<file path="config.mk">
export PLATFORM = sky130hd
export DESIGN_NAME = auto_range_level_normalizer
export DESIGN_NICKNAME = d
export VERILOG_FILES = /design/src/rtl/core/arln_pkg.sv /design/src/rtl/core/arln_front.sv /design/src/rtl/core/arln_queue.sv /design/src/rtl/core/arln_back.sv /design/src/rtl/core/auto_range_level_normalizer.sv
export SDC_FILE = /design/constraint.sdc
export NUM_CORES = 1
export LEC_CHECK = 0
export ABC_AREA = 0
export BUFFER_PORTS_ARGS = -buffer_cell sky130_fd_sc_hd__buf_2
export CAP_MARGIN = 0
export CORE_MARGIN = 2
export CORE_UTILIZATION = 62
export CTS_CLUSTER_SIZE = 10
export DETAILED_ROUTE_END_ITERATION = 12
export GPL_TIMING_DRIVEN = 0
export PLACE_DENSITY = 0.92
export RECOVER_POWER = 100
export SYNTH_ARGS = -nofsm -noshare
export SYNTH_HDL_FRONTEND = slang
export SYNTH_SLANG_ARGS = --single-unit
</file>
<file path="constraint.sdc">
create_clock -name clk -period 8.4 [get_ports clk]
set_input_delay 1.68 -clock clk [delete_from_list [all_inputs] [get_ports clk]]
set_output_delay 1.68 -clock clk [all_outputs]
set_load 0.01 [all_outputs]
</file>
<file path="src/rtl/core/arln_pkg.sv">
// arln_pkg: shared widths, codes, reset values and transaction types for the
// auto-ranging level normalizer; used by every module under rtl/core
package arln_pkg;

  localparam int SAMPLE_BITS    = 12;
  localparam int LEVEL_BITS     = 16;
  localparam int TIME_BITS      = 32;
  localparam int THRESH_BITS    = 12;
  localparam int CFG_DATA_BITS  = 32;
  localparam int CFG_INDEX_BITS = 2;
  localparam int QUEUE_DEPTH    = 2;

  // register indexes
  localparam logic [CFG_INDEX_BITS-1:0] CFG_QUIET_LEVEL    = 2'd0;
  localparam logic [CFG_INDEX_BITS-1:0] CFG_MIN_SPAN       = 2'd1;
  localparam logic [CFG_INDEX_BITS-1:0] CFG_DECAY_INTERVAL = 2'd2;
  localparam logic [CFG_INDEX_BITS-1:0] CFG_INVERT_LEVEL   = 2'd3;

  localparam logic [THRESH_BITS-1:0] QUIET_LEVEL_RESET    = 12'd250;
  localparam logic [THRESH_BITS-1:0] MIN_SPAN_RESET       = 12'd300;
  localparam logic [TIME_BITS-1:0]   DECAY_INTERVAL_RESET = 32'd4000;
  localparam logic                   INVERT_LEVEL_RESET   = 1'b1;

  // span / 40 taken as (span >> 3) / 5
  localparam int DECAY_SHIFT = 3;
  localparam int DECAY_ODD   = 5;

  // how the back end forms the level
  localparam logic [1:0] JOB_ZERO = 2'd0;
  localparam logic [1:0] JOB_ONES = 2'd1;
  localparam logic [1:0] JOB_DIV  = 2'd2;

  typedef struct packed {
    logic [SAMPLE_BITS-1:0] sample;
    logic [TIME_BITS-1:0]   time_ms;
  } item_t;

  typedef struct packed {
    logic [LEVEL_BITS-1:0]  level;
    logic                   line_active;
    logic                   range_ready;
    logic [SAMPLE_BITS-1:0] low_seen;
    logic [SAMPLE_BITS-1:0] high_seen;
  } result_t;

  typedef struct packed {
    logic [1:0]             mode;
    logic [SAMPLE_BITS-1:0] numer;
    logic [SAMPLE_BITS-1:0] span;
    logic                   line_active;
    logic                   range_ready;
    logic [SAMPLE_BITS-1:0] low_seen;
    logic [SAMPLE_BITS-1:0] high_seen;
  } job_t;

endpackage

</file>
<file path="src/rtl/core/arln_front.sv">
// arln_front: accepts sample transactions, tracks and decays the observed range,
// classifies each sample into a job for the back end; holds the config registers
// depends on arln_pkg
module arln_front (
  input  logic                                 clk,
  input  logic                                 rst,
  input  logic                                 push,
  output logic                                 full,
  input  arln_pkg::item_t                      item,
  input  logic                                 wr_en,
  input  logic [arln_pkg::CFG_INDEX_BITS-1:0]  wr_index,
  input  logic [arln_pkg::CFG_DATA_BITS-1:0]   wr_data,
  output arln_pkg::job_t                       job,
  output logic                                 job_push,
  input  logic                                 job_full
);

  localparam int SB       = arln_pkg::SAMPLE_BITS;
  localparam int TB       = arln_pkg::TIME_BITS;
  localparam int HB       = arln_pkg::THRESH_BITS;
  localparam int W        = SB - arln_pkg::DECAY_SHIFT;
  localparam int DIV_SHIFT = W + 3;
  localparam int PW       = 2 * W + 3;
  localparam logic [PW-1:0] RECIP = PW'((2 ** DIV_SHIFT) / arln_pkg::DECAY_ODD);

  localparam logic [2:0] F_IDLE  = 3'd0;
  localparam logic [2:0] F_DECAY = 3'd1;
  localparam logic [2:0] F_STEP  = 3'd2;
  localparam logic [2:0] F_CLASS = 3'd3;
  localparam logic [2:0] F_PUSH  = 3'd4;

  logic [2:0]    state;
  logic [SB-1:0] sample_r;
  logic [TB-1:0] now_r;
  logic [SB-1:0] low_bound;
  logic [SB-1:0] high_bound;
  logic [TB-1:0] last_decay;
  logic          seeded;
  logic          decay_go;
  logic [PW-1:0] prod;
  logic [HB-1:0] quiet_level;
  logic [HB-1:0] min_span;
  logic [TB-1:0] decay_interval;
  logic          invert_level;
  arln_pkg::job_t job_r;

  logic [TB-1:0] elapsed;
  logic [SB-1:0] span_cur;
  logic [W-1:0]  span_hi;
  logic [W-1:0]  q_est;
  logic [W+2:0]  qx5;
  logic [W+2:0]  rem;
  logic [SB-1:0] step;
  logic [SB:0]   diff_up;
  logic [SB:0]   diff_dn;
  logic [SB:0]   d;
  logic          d_low;
  logic          d_high;
  logic          ready;
  logic [1:0]    mode;

  always_comb begin
    elapsed  = now_r - last_decay;
    span_cur = high_bound - low_bound;
    span_hi  = span_cur[SB-1:arln_pkg::DECAY_SHIFT];
    q_est    = prod[DIV_SHIFT +: W];
    qx5      = (W+3)'(q_est) * (W+3)'(arln_pkg::DECAY_ODD);
    rem      = (W+3)'(span_hi) - qx5;
    step     = (rem >= (W+3)'(arln_pkg::DECAY_ODD)) ? SB'(q_est) + SB'(1) : SB'(q_est);
    diff_up  = {1'b0, sample_r} - {1'b0, low_bound};
    diff_dn  = {1'b0, high_bound} - {1'b0, sample_r};
    d        = invert_level ? diff_dn : diff_up;
    d_low    = d[SB] || (d == '0);
    d_high   = !d[SB] && (d[SB-1:0] >= span_cur);
    ready    = span_cur >= min_span;
    if (!ready) begin
      mode = arln_pkg::JOB_ZERO;
    end else if (span_cur == '0) begin
      mode = invert_level ? arln_pkg::JOB_ONES : arln_pkg::JOB_ZERO;
    end else if (d_low) begin
      mode = arln_pkg::JOB_ZERO;
    end else if (d_high) begin
      mode = arln_pkg::JOB_ONES;
    end else begin
      mode = arln_pkg::JOB_DIV;
    end
  end

  // config registers
  always_ff @(posedge clk) begin
    if (rst) begin
      quiet_level    <= arln_pkg::QUIET_LEVEL_RESET;
      min_span       <= arln_pkg::MIN_SPAN_RESET;
      decay_interval <= arln_pkg::DECAY_INTERVAL_RESET;
      invert_level   <= arln_pkg::INVERT_LEVEL_RESET;
    end else if (wr_en) begin
      case (wr_index)
        arln_pkg::CFG_QUIET_LEVEL:    quiet_level    <= wr_data[HB-1:0];
        arln_pkg::CFG_MIN_SPAN:       min_span       <= wr_data[HB-1:0];
        arln_pkg::CFG_DECAY_INTERVAL: decay_interval <= wr_data[TB-1:0];
        arln_pkg::CFG_INVERT_LEVEL:   invert_level   <= wr_data[0];
        default: ;
      endcase
    end
  end

  always_ff @(posedge clk) begin
    if (rst) begin
      state      <= F_IDLE;
      low_bound  <= '0;
      high_bound <= '1;
      last_decay <= '0;
      seeded     <= 1'b0;
      decay_go   <= 1'b0;
    end else begin
      case (state)
        F_IDLE: begin
          if (push) begin
            sample_r <= item.sample;
            now_r    <= item.time_ms;
            seeded   <= 1'b1;
            if (!seeded) begin
              low_bound  <= item.sample;
              high_bound <= item.sample;
            end else begin
              if (item.sample < low_bound) begin
                low_bound <= item.sample;
              end
              if (item.sample > high_bound) begin
                high_bound <= item.sample;
              end
            end
            state <= F_DECAY;
          end
        end
        F_DECAY: begin
          prod <= PW'(span_hi) * RECIP;
          if (elapsed >= decay_interval) begin
            last_decay <= now_r;
            decay_go   <= span_cur > min_span;
          end else begin
            decay_go <= 1'b0;
          end
          state <= F_STEP;
        end
        F_STEP: begin
          if (decay_go) begin
            low_bound  <= low_bound + step;
            high_bound <= high_bound - step;
          end
          state <= F_CLASS;
        end
        F_CLASS: begin
          job_r.mode        <= mode;
          job_r.numer       <= d[SB-1:0];
          job_r.span        <= span_cur;
          job_r.line_active <= sample_r > quiet_level;
          job_r.range_ready <= ready;
          job_r.low_seen    <= low_bound;
          job_r.high_seen   <= high_bound;
          state             <= F_PUSH;
        end
        F_PUSH: begin
          if (!job_full) begin
            state <= F_IDLE;
          end
        end
        default: state <= F_IDLE;
      endcase
    end
  end

  assign full     = state != F_IDLE;
  assign job_push = (state == F_PUSH) && !job_full;
  assign job      = job_r;

endmodule

</file>
<file path="src/rtl/core/arln_queue.sv">
// arln_queue: short register queue of jobs between front and back end
// depends on arln_pkg
module arln_queue (
  input  logic           clk,
  input  logic           rst,
  input  logic           wr,
  input  arln_pkg::job_t wr_job,
  output logic           q_full,
  input  logic           rd,
  output arln_pkg::job_t rd_job,
  output logic           q_empty
);

  localparam int DEPTH = arln_pkg::QUEUE_DEPTH;
  localparam int AW    = (DEPTH > 1) ? $clog2(DEPTH) : 1;

  arln_pkg::job_t entries [DEPTH];
  logic [AW-1:0]  wr_ptr;
  logic [AW-1:0]  rd_ptr;
  logic [AW:0]    count;

  always_ff @(posedge clk) begin
    if (wr) begin
      entries[wr_ptr] <= wr_job;
    end
  end

  always_ff @(posedge clk) begin
    if (rst) begin
      wr_ptr <= '0;
      rd_ptr <= '0;
      count  <= '0;
    end else begin
      if (wr) begin
        wr_ptr <= (wr_ptr == AW'(DEPTH - 1)) ? '0 : wr_ptr + AW'(1);
      end
      if (rd) begin
        rd_ptr <= (rd_ptr == AW'(DEPTH - 1)) ? '0 : rd_ptr + AW'(1);
      end
      if (wr && !rd) begin
        count <= count + (AW+1)'(1);
      end else if (rd && !wr) begin
        count <= count - (AW+1)'(1);
      end
    end
  end

  assign rd_job  = entries[rd_ptr];
  assign q_full  = count == (AW+1)'(DEPTH);
  assign q_empty = count == '0;

endmodule

</file>
<file path="src/rtl/core/arln_back.sv">
// arln_back: forms the level, with a restoring divider (one quotient bit a cycle) when a divide
// is needed, and holds the finished result in an output register; depends on arln_pkg
module arln_back (
  input  logic                clk,
  input  logic                rst,
  input  arln_pkg::job_t      job,
  input  logic                job_empty,
  output logic                job_pop,
  output arln_pkg::result_t   result,
  output logic                empty,
  input  logic                pop
);

  localparam int SB = arln_pkg::SAMPLE_BITS;
  localparam int LB = arln_pkg::LEVEL_BITS;
  localparam int CW = $clog2(LB + 1);

  localparam logic [1:0] B_IDLE = 2'd0;
  localparam logic [1:0] B_DIV  = 2'd1;
  localparam logic [1:0] B_DONE = 2'd2;

  logic [1:0]        state;
  arln_pkg::job_t    job_r;
  logic [SB-1:0]     rem;
  logic [LB-1:0]     quo;
  logic [CW-1:0]     cnt;
  arln_pkg::result_t out_r;
  logic              out_valid;

  logic [SB+LB-1:0]  numer;
  logic [SB+1:0]     trial;
  logic [LB-1:0]     level;

  always_comb begin
    numer = {job.numer, {LB{1'b0}}} - (SB+LB)'(job.numer);
    trial = {1'b0, rem, quo[LB-1]} - {2'b00, job_r.span};
    case (job_r.mode)
      arln_pkg::JOB_ONES: level = '1;
      arln_pkg::JOB_DIV:  level = quo;
      default:            level = '0;
    endcase
  end

  assign job_pop = (state == B_IDLE) && !job_empty;

  always_ff @(posedge clk) begin
    if (rst) begin
      state <= B_IDLE;
    end else begin
      case (state)
        B_IDLE: begin
          if (!job_empty) begin
            job_r <= job;
            rem   <= numer[SB+LB-1:LB];
            quo   <= numer[LB-1:0];
            cnt   <= '0;
            state <= (job.mode == arln_pkg::JOB_DIV) ? B_DIV : B_DONE;
          end
        end
        B_DIV: begin
          if (!trial[SB+1]) begin
            rem <= trial[SB-1:0];
            quo <= {quo[LB-2:0], 1'b1};
          end else begin
            rem <= {rem[SB-2:0], quo[LB-1]};
            quo <= {quo[LB-2:0], 1'b0};
          end
          cnt <= cnt + CW'(1);
          if (cnt == CW'(LB - 1)) begin
            state <= B_DONE;
          end
        end
        B_DONE: begin
          if (!out_valid || pop) begin
            state <= B_IDLE;
          end
        end
        default: state <= B_IDLE;
      endcase
    end
  end

  // output register
  always_ff @(posedge clk) begin
    if (rst) begin
      out_valid <= 1'b0;
    end else if ((state == B_DONE) && (!out_valid || pop)) begin
      out_valid <= 1'b1;
    end else if (pop) begin
      out_valid <= 1'b0;
    end
  end

  always_ff @(posedge clk) begin
    if ((state == B_DONE) && (!out_valid || pop)) begin
      out_r.level       <= level;
      out_r.line_active <= job_r.line_active;
      out_r.range_ready <= job_r.range_ready;
      out_r.low_seen    <= job_r.low_seen;
      out_r.high_seen   <= job_r.high_seen;
    end
  end

  assign result = out_r;
  assign empty  = !out_valid;

endmodule

</file>
<file path="src/rtl/core/auto_range_level_normalizer.sv">
// auto_range_level_normalizer: an accepted transaction passes the front end states
// (decay, step, classify, push), the job queue and the back end, which runs its
// 16-step divider only when the level needs a divide; the front end takes a new
// transaction only after its last job is pushed, which waits while the queue is full
// reset (rst, synchronous): config to defaults, range unseeded, queue and output empty
// depends on arln_pkg, arln_front, arln_queue, arln_back
module auto_range_level_normalizer (
  input  logic                                 clk,
  input  logic                                 rst,
  input  logic                                 push,
  output logic                                 full,
  input  arln_pkg::item_t                      item,
  output logic                                 empty,
  input  logic                                 pop,
  output arln_pkg::result_t                    result,
  input  logic                                 wr_en,
  input  logic [arln_pkg::CFG_INDEX_BITS-1:0]  wr_index,
  input  logic [arln_pkg::CFG_DATA_BITS-1:0]   wr_data
);

  arln_pkg::job_t front_job;
  arln_pkg::job_t back_job;
  logic           job_push;
  logic           job_full;
  logic           job_pop;
  logic           job_empty;

  arln_front u_front (
    .clk      (clk),
    .rst      (rst),
    .push     (push),
    .full     (full),
    .item     (item),
    .wr_en    (wr_en),
    .wr_index (wr_index),
    .wr_data  (wr_data),
    .job      (front_job),
    .job_push (job_push),
    .job_full (job_full)
  );

  arln_queue u_queue (
    .clk     (clk),
    .rst     (rst),
    .wr      (job_push),
    .wr_job  (front_job),
    .q_full  (job_full),
    .rd      (job_pop),
    .rd_job  (back_job),
    .q_empty (job_empty)
  );

  arln_back u_back (
    .clk       (clk),
    .rst       (rst),
    .job       (back_job),
    .job_empty (job_empty),
    .job_pop   (job_pop),
    .result    (result),
    .empty     (empty),
    .pop       (pop)
  );

endmodule
</file>
==> metrics.cfg, run 1 <==
[run_status]
status=complete, but fails checks
violations=max-capacitance violations, max-slew violations

[timing]
slew_headroom_pct=-54.3
setup_viol_count_final=0
fmax_mhz=130
maxSlewViolCount=236
tightest_slew_ns=2.31
hold_viol_final=0
clock_skew_ns=0.0112
tns_ns=0
period_share_pct=91.9
rsz0062_at_grt=false
hold_slack_ns=0.414
min_period_ns=7.72

[power_and_ir_drop]
seq_power_share_pct=25.8
power_density_nw_per_um2=442
p_clk_share_pct=16.4
p_int_uw=6990
sw_frac_of_total_pct=42.4
switchingPower_uw=5150
combPwrFrac_pct=57.8
power.leakage_uw=0.0108
peakVddDrop_uv=1210

[routing]
vias_per_cell=6.03
drt-wirelength-per-cell_um=20.4
finalWirelength_um=62000
ant_nets=0
drt_first_pass_iters=5
vias=18300
drc=0
drt_iter0_markers=1259

[global_routing]
grtUsageMet3_pct=4.88
track_usage_pct=29.7
grt_util_met2_pct=50.6
antenna_found_initial=4
grt_pass1_vias=18100
overflow=0
grt_first_pass_wirelength_um=95800
grt_max_degree=40
use_met1_pct=37.1
busiest_layer=met2

[cts]
cts_resized=0
cts_buffer_depth=3
cts_tree=yes
h-tree-depth=2
clock-sinks=448
postCtsSetupRepairBufs=0
hold_buffers=0
clk-insertion-delay-late_ns=0.60
cts-root-buf=clkbuf_16
clkSlewWorstSetupHoldPaths_ns=0.06
cts_made_buffers=51

[worst_setup_path]
path_class=register to register
cp.required_ns=8.89
cp_max_fo=8
crit_arrival_ns=8.21
cp-end-kind=register
cp-start-kind=register
slowest_stage=a211oi_1
cpPeakStageDelay_ns=0.72

[placed_design]
gp_congestion=0.955
port-buffer-count=125
hpwlAfterDp_um=45200

[yosys]
seq_area_frac_synth_pct=49.1
synth_fp_nets=2647
avgSynthCellArea_um2=10.8
synthesis.area_um2=24800
synth_top_area_share_pct=38.9
async_flop_share_pct=0
synth_largest_area_cell=edfxtp_1
synth-edff-count=322
synth_area_leaders=edfxtp_1 39%, ha_1 12%, dfxtp_1 10%
synth_flop_cell=edfxtp_1
synthCells=2295
yosysUniqueCellTypes=76
yosysWarningCount=0
ys_ff_latch=448

[hold_path]
hold_path.class=register to register

[floorplan]
die_x_um=204
start_util_pct=62.6
core-area_um2=39600
floorplan.die_area_um2=41700
rows=73
boundaryPins=127
fp.dieH_um=204

[cells_and_area]
final_core_util_pct=69.3
multiInputGateArea_um2=11500
syn_to_final_growth_pct=10.7
final_cell_mix=322 x edfxtp_1, 245 x ha_1, 223 x inv_1
nets=2833
seq_area_um2=12200
final_common_cell=edfxtp_1
fill_cells=2742
drive_above_1_share_pct=7.01

[flow_run]
maxCapViolCount=9

## registers in the layout, indices dropped and copies added (netlist names), 3 cells and up, named ones only
name	cells
u_front.min_span	12
u_front.low_bound	12
u_front.sample_r	12
u_front.now_r	32
u_back.job_r	40
u_front.quiet_level	12
u_front.state	3
u_front.prod	7
u_front.job	52
u_front.last_decay	32
u_back.cnt	5
u_back.quo	16
u_front.high_bound	12
u_back.result	42
u_queue.entries	104
u_front.decay_interval	32
u_back.rem	12
## routing by layer
layer	vias to the layer above	share of wire (%)	wire (um)
met2	779	49	30300
met3	207	7.1	4410
li1	8572	-	-
met4	2	4.9	3020
met1	8765	39	24300
met5	-	0.021	13
## worst paths after layout
path | startpoint | end | slack (ns) | cells after the start
setup / recovery | u_front.low_bound[7] | u_front.high_bound[9] | 0.68 | 28
hold / removal | u_back.job_r[7] | u_back.result[7] | 0.41 | 0
setup reg to reg | u_front.low_bound[7] | u_front.high_bound[9] | 0.68 | 28
hold reg to reg | u_back.job_r[7] | u_back.result[7] | 0.41 | 0
## final cells by class
type | count | area share, %
multi-input combinational | 1554 | 41.8
sequential | 448 | 44.4
inverter | 225 | 3.07
clock buffer | 76 | 5.06
timing repair buffer | 133 | 2.12
clock inverter | 5 | 0.223
buffer | 68 | 0.951
antenna | 3 | 0.0273
tap | 525 | 2.39
## kinds of logic (layout without fill, tap and decap cells)
kind of cell             after synthesis  count (layout)  share of synthesized area [%]
buffers and inverters                293             507                           4.49
AO/OA/AOI/OAI                        488             488                           12.6
multiplexers                         105             105                           4.49
flip-flops                           448             448                           49.1
other                                  0               3                              0
XOR/XNOR                             119             119                           4.28
adder cells (fa/ha/maj)              271             271                           14.4
AND/OR/NAND/NOR                      571             571                           10.7
## power by group through the flow
stage               Combinational, uW  Sequential [uW]  Clock (uW)
floorplan                        5190             3120           0
global placement                 6460             3170           0
detailed placement               6930             3160           0
CTS                              7030             3120        2010
global route                     7840             3160        2090
finish                           7010             3140        1990
## worst max-delay path: cells and delay by family (launching register included)
family,cells,cell delay (ns)
AOI/OAI and AO/OA,11,3.16
and+or+nand+nor,9,1.55
buffers and inverters,4,1.00
adders and majority gates,3,0.89
muxes,1,0.53
DFF,1,0.46
## metrics by stage
step,total power (uW),cells,cell area [um^2],setup WS [ns]
2_1_floorplan,8300,2295,24800,2.42
3_3_place_gp,9620,2945,26100,1.34
3_5_place_dp,10100,2953,26300,1.06
4_1_cts,12200,3034,27800,1.03
5_1_grt,13100,3036,27500,0.372
6_report,12100,3037,27500,0.680
## cell usage after synthesis (6+ instances only)
| library cell | n |
|---|---|
| o22ai_1 | 8 |
| a31oi_1 | 10 |
| dfxtp_1 | 126 |
| fa_1 | 24 |
| or2_2 | 10 |
| and3_1 | 9 |
| nor3_1 | 32 |
| a311oi_1 | 6 |
| a211oi_1 | 19 |
| nor2b_1 | 32 |
| nand2_1 | 167 |
| or3_1 | 9 |
| edfxtp_1 | 322 |
| nand4_1 | 23 |
| nand2b_1 | 20 |
| a21oi_1 | 165 |
| nor4_1 | 7 |
| o21bai_1 | 13 |
| nand3_1 | 28 |
| mux2i_1 | 58 |
| o31ai_1 | 15 |
| o21ai_1 | 16 |
| nand3b_1 | 7 |
| inv_1 | 222 |
| xnor2_1 | 75 |
| nor2_1 | 195 |
| a21o_1 | 58 |
| o21ai_0 | 74 |
| o211ai_1 | 28 |
| and2_1 | 9 |
| nor3b_1 | 7 |
| ha_1 | 245 |
| mux2_2 | 46 |
| xor2_1 | 42 |
| clkbuf_1 | 56 |
| buf_2 | 8 |
| o21a_1 | 25 |
Note: power is estimated with default switching activity, not from simulation.
==> run 2, diff against run 1 <==
==> constraint.sdc (replaced) <==
create_clock -name clk -period 8.4 [get_ports clk]
set_input_delay 0.84 -clock clk [delete_from_list [all_inputs] [get_ports clk]]
set_output_delay 0.84 -clock clk [all_outputs]
set_load 0.01 [all_outputs]
==> run 2 against run 1 <==
Effect of this change: the run still ends with max-capacitance violations, max-slew violations left; clock skew about the same; power barely moved; maximum frequency about the same; clock-buffer cell count stayed put; via count about the same; register-to-register slack barely moved; clock power is essentially flat; sequential cell count unchanged; combinational power about the same; hold slack about the same; global-route usage unchanged; largest cell class unchanged; highest routed layer unchanged.
==> metrics.cfg, run 2 (synthesis results as in run 1) <==
[power_and_ir_drop]
power_density_nw_per_um2=442  ; about the same
power_uw=12100  ; about the same
peakVddDrop_uv=1210  ; unchanged
power.leakage_uw=0.0108  ; about the same

[worst_setup_path]
cpPeakStageDelay_ns=0.72  ; about the same
regToRegStartpoint=u_front.low_bound[7]
cp-end-kind=register
r2r-end=u_front.high_bound[9]
path_class=register to register
crit_arrival_ns=8.21  ; about the same
cp-startpoint=u_front.low_bound[7]
slowest_stage=a211oi_1
r2r_setup_slack_ns=0.68  ; about the same
cp_max_fo=8  ; unchanged
cp.required_ns=8.88  ; about the same
reg2reg_depth=28  ; unchanged
cp-start-kind=register

[routing]
vias_per_cell=6.04  ; about the same
drt_iter0_markers=1266  ; +0.56%
drt-wirelength-per-cell_um=20.4  ; about the same
ant_nets=0  ; unchanged
drt_first_pass_iters=5  ; unchanged
finalWirelength_um=62000  ; about the same
drc=0  ; unchanged
vias=18300  ; +0.065%

[cts]
clkSlewWorstSetupHoldPaths_ns=0.06  ; about the same
cts_tree=yes
cts_resized=0  ; unchanged
cts-root-buf=clkbuf_16
hold_buffers=0  ; unchanged
cts_buffer_depth=3  ; unchanged
h-tree-depth=2  ; unchanged
clk-insertion-delay-late_ns=0.60  ; about the same
postCtsSetupRepairBufs=0  ; unchanged
clock-sinks=448  ; unchanged
cts_made_buffers=51  ; unchanged

[placed_design]
gp_congestion=0.955  ; unchanged
hpwlAfterDp_um=45200  ; unchanged
port-buffer-count=125  ; unchanged

[global_routing]
grtUsageMet3_pct=4.88  ; unchanged
use_met1_pct=37.1  ; unchanged
grt_max_degree=40  ; unchanged
track_usage_pct=29.7  ; unchanged
grt_util_met2_pct=50.6  ; unchanged
busiest_layer=met2
grt_pass1_vias=18100  ; unchanged
grt_first_pass_wirelength_um=95800  ; unchanged
overflow=0  ; unchanged
antenna_found_initial=4  ; unchanged

[cells_and_area]
final_cell_mix=322 x edfxtp_1, 245 x ha_1, 223 x inv_1
regMostFlops=u_queue.entries
final_common_cell=edfxtp_1
nets=2833  ; unchanged
drive_above_1_share_pct=6.97  ; -0.040 points
largest_reg_flops=104  ; unchanged
syn_to_final_growth_pct=10.7  ; unchanged

[timing]
period_share_pct=91.9  ; about the same
min_period_ns=7.72  ; +0.000467 ns
tns_ns=0  ; unchanged
hold_slack_ns=0.414  ; -0.00000100 ns
hold_viol_final=0  ; unchanged
fmax_mhz=130  ; about the same
clock_skew_ns=0.0112  ; -0.0000645 ns
setup_viol_count_final=0  ; unchanged
slew_headroom_pct=-54.4  ; -0.10 points
tightest_slew_ns=2.32  ; +0.00151 ns
rsz0062_at_grt=false
maxSlewViolCount=236  ; unchanged

[floorplan]
floorplan.die_area_um2=41700  ; unchanged
fp.dieH_um=204  ; unchanged
core-area_um2=39600  ; unchanged
die_x_um=204  ; unchanged
rows=73  ; unchanged
boundaryPins=127  ; unchanged
start_util_pct=62.6  ; unchanged

[run_status]
violations=max-capacitance violations, max-slew violations
status=complete, but fails checks

[hold_path]
hold_start=u_back.job_r[7]
hold_depth=0  ; unchanged
hold_path.class=register to register
holdPathEnd=u_back.result[7]

[flow_run]
maxCapViolCount=9  ; unchanged

-- run 2: layer usage --
layer / routed length, um / up-vias
met5: 13 / -
met4: 3010 / 2
met3: 4450 / 207
met2: 30300 / 793
met1: 24300 / 8763
li1: - / 8572
-- run 2: critical path, delay by kind of cell, from the launching register on --
kind | cells | cell delay [ns]
AND/OR/NAND/NOR | 9 | 1.55
multiplexers | 1 | 0.53
AO/OA/AOI/OAI | 11 | 3.16
adder cells (fa/ha/maj) | 3 | 0.89
buffers and inverters | 4 | 1.00
flip-flops | 1 | 0.46
-- run 2: power by group --
part           total (uW)  internal, uW  switching, uW  leakage, uW
logic                7010          2930           4080      0.00618
registers            3140          2930            212      0.00395
clock network        1990          1130            854     0.000699
total               12100          6990           5150       0.0108
-- run 2: worst max-delay path by stage --
stage	end	slack [ns]	cells after the start
6_report	u_front.high_bound[9]	0.68	28
5_1_grt	u_front.high_bound[9]	0.37	28
4_1_cts	u_front.high_bound[9]	1.03	30
3_5_place_dp	u_front.high_bound[9]	1.06	27
3_3_place_gp	u_front.high_bound[9]	1.34	30
2_1_floorplan	u_front.high_bound[9]	2.42	29
-- run 2: metrics by stage --
| stage | utilization (%) | instances | area (um^2) | worst slack, ns |
|---|---|---|---|---|
| 4_1_cts | 70.0 | 3034 | 27800 | 1.03 |
| 3_3_place_gp | 65.9 | 2945 | 26100 | 1.34 |
| 3_5_place_dp | 66.4 | 2953 | 26300 | 1.06 |
| 5_1_grt | 69.3 | 3036 | 27500 | 0.372 |
| 6_report | 69.3 | 3037 | 27500 | 0.679 |
| 2_1_floorplan | - | 2295 | 24800 | 2.42 |
-- run 2: area by class of cell --
| type | count | area [um^2] |
|---|---|---|
| Fill cell | 2742 | 12200 |
| Inverter | 225 | 845 |
| Multi-Input combinational cell | 1554 | 11500 |
| Buffer | 68 | 262 |
| Clock inverter | 5 | 61.3 |
| Clock buffer | 76 | 1390 |
| Tap cell | 525 | 657 |
| Timing Repair Buffer | 133 | 583 |
| Antenna cell | 3 | 7.51 |
| Sequential cell | 448 | 12200 |
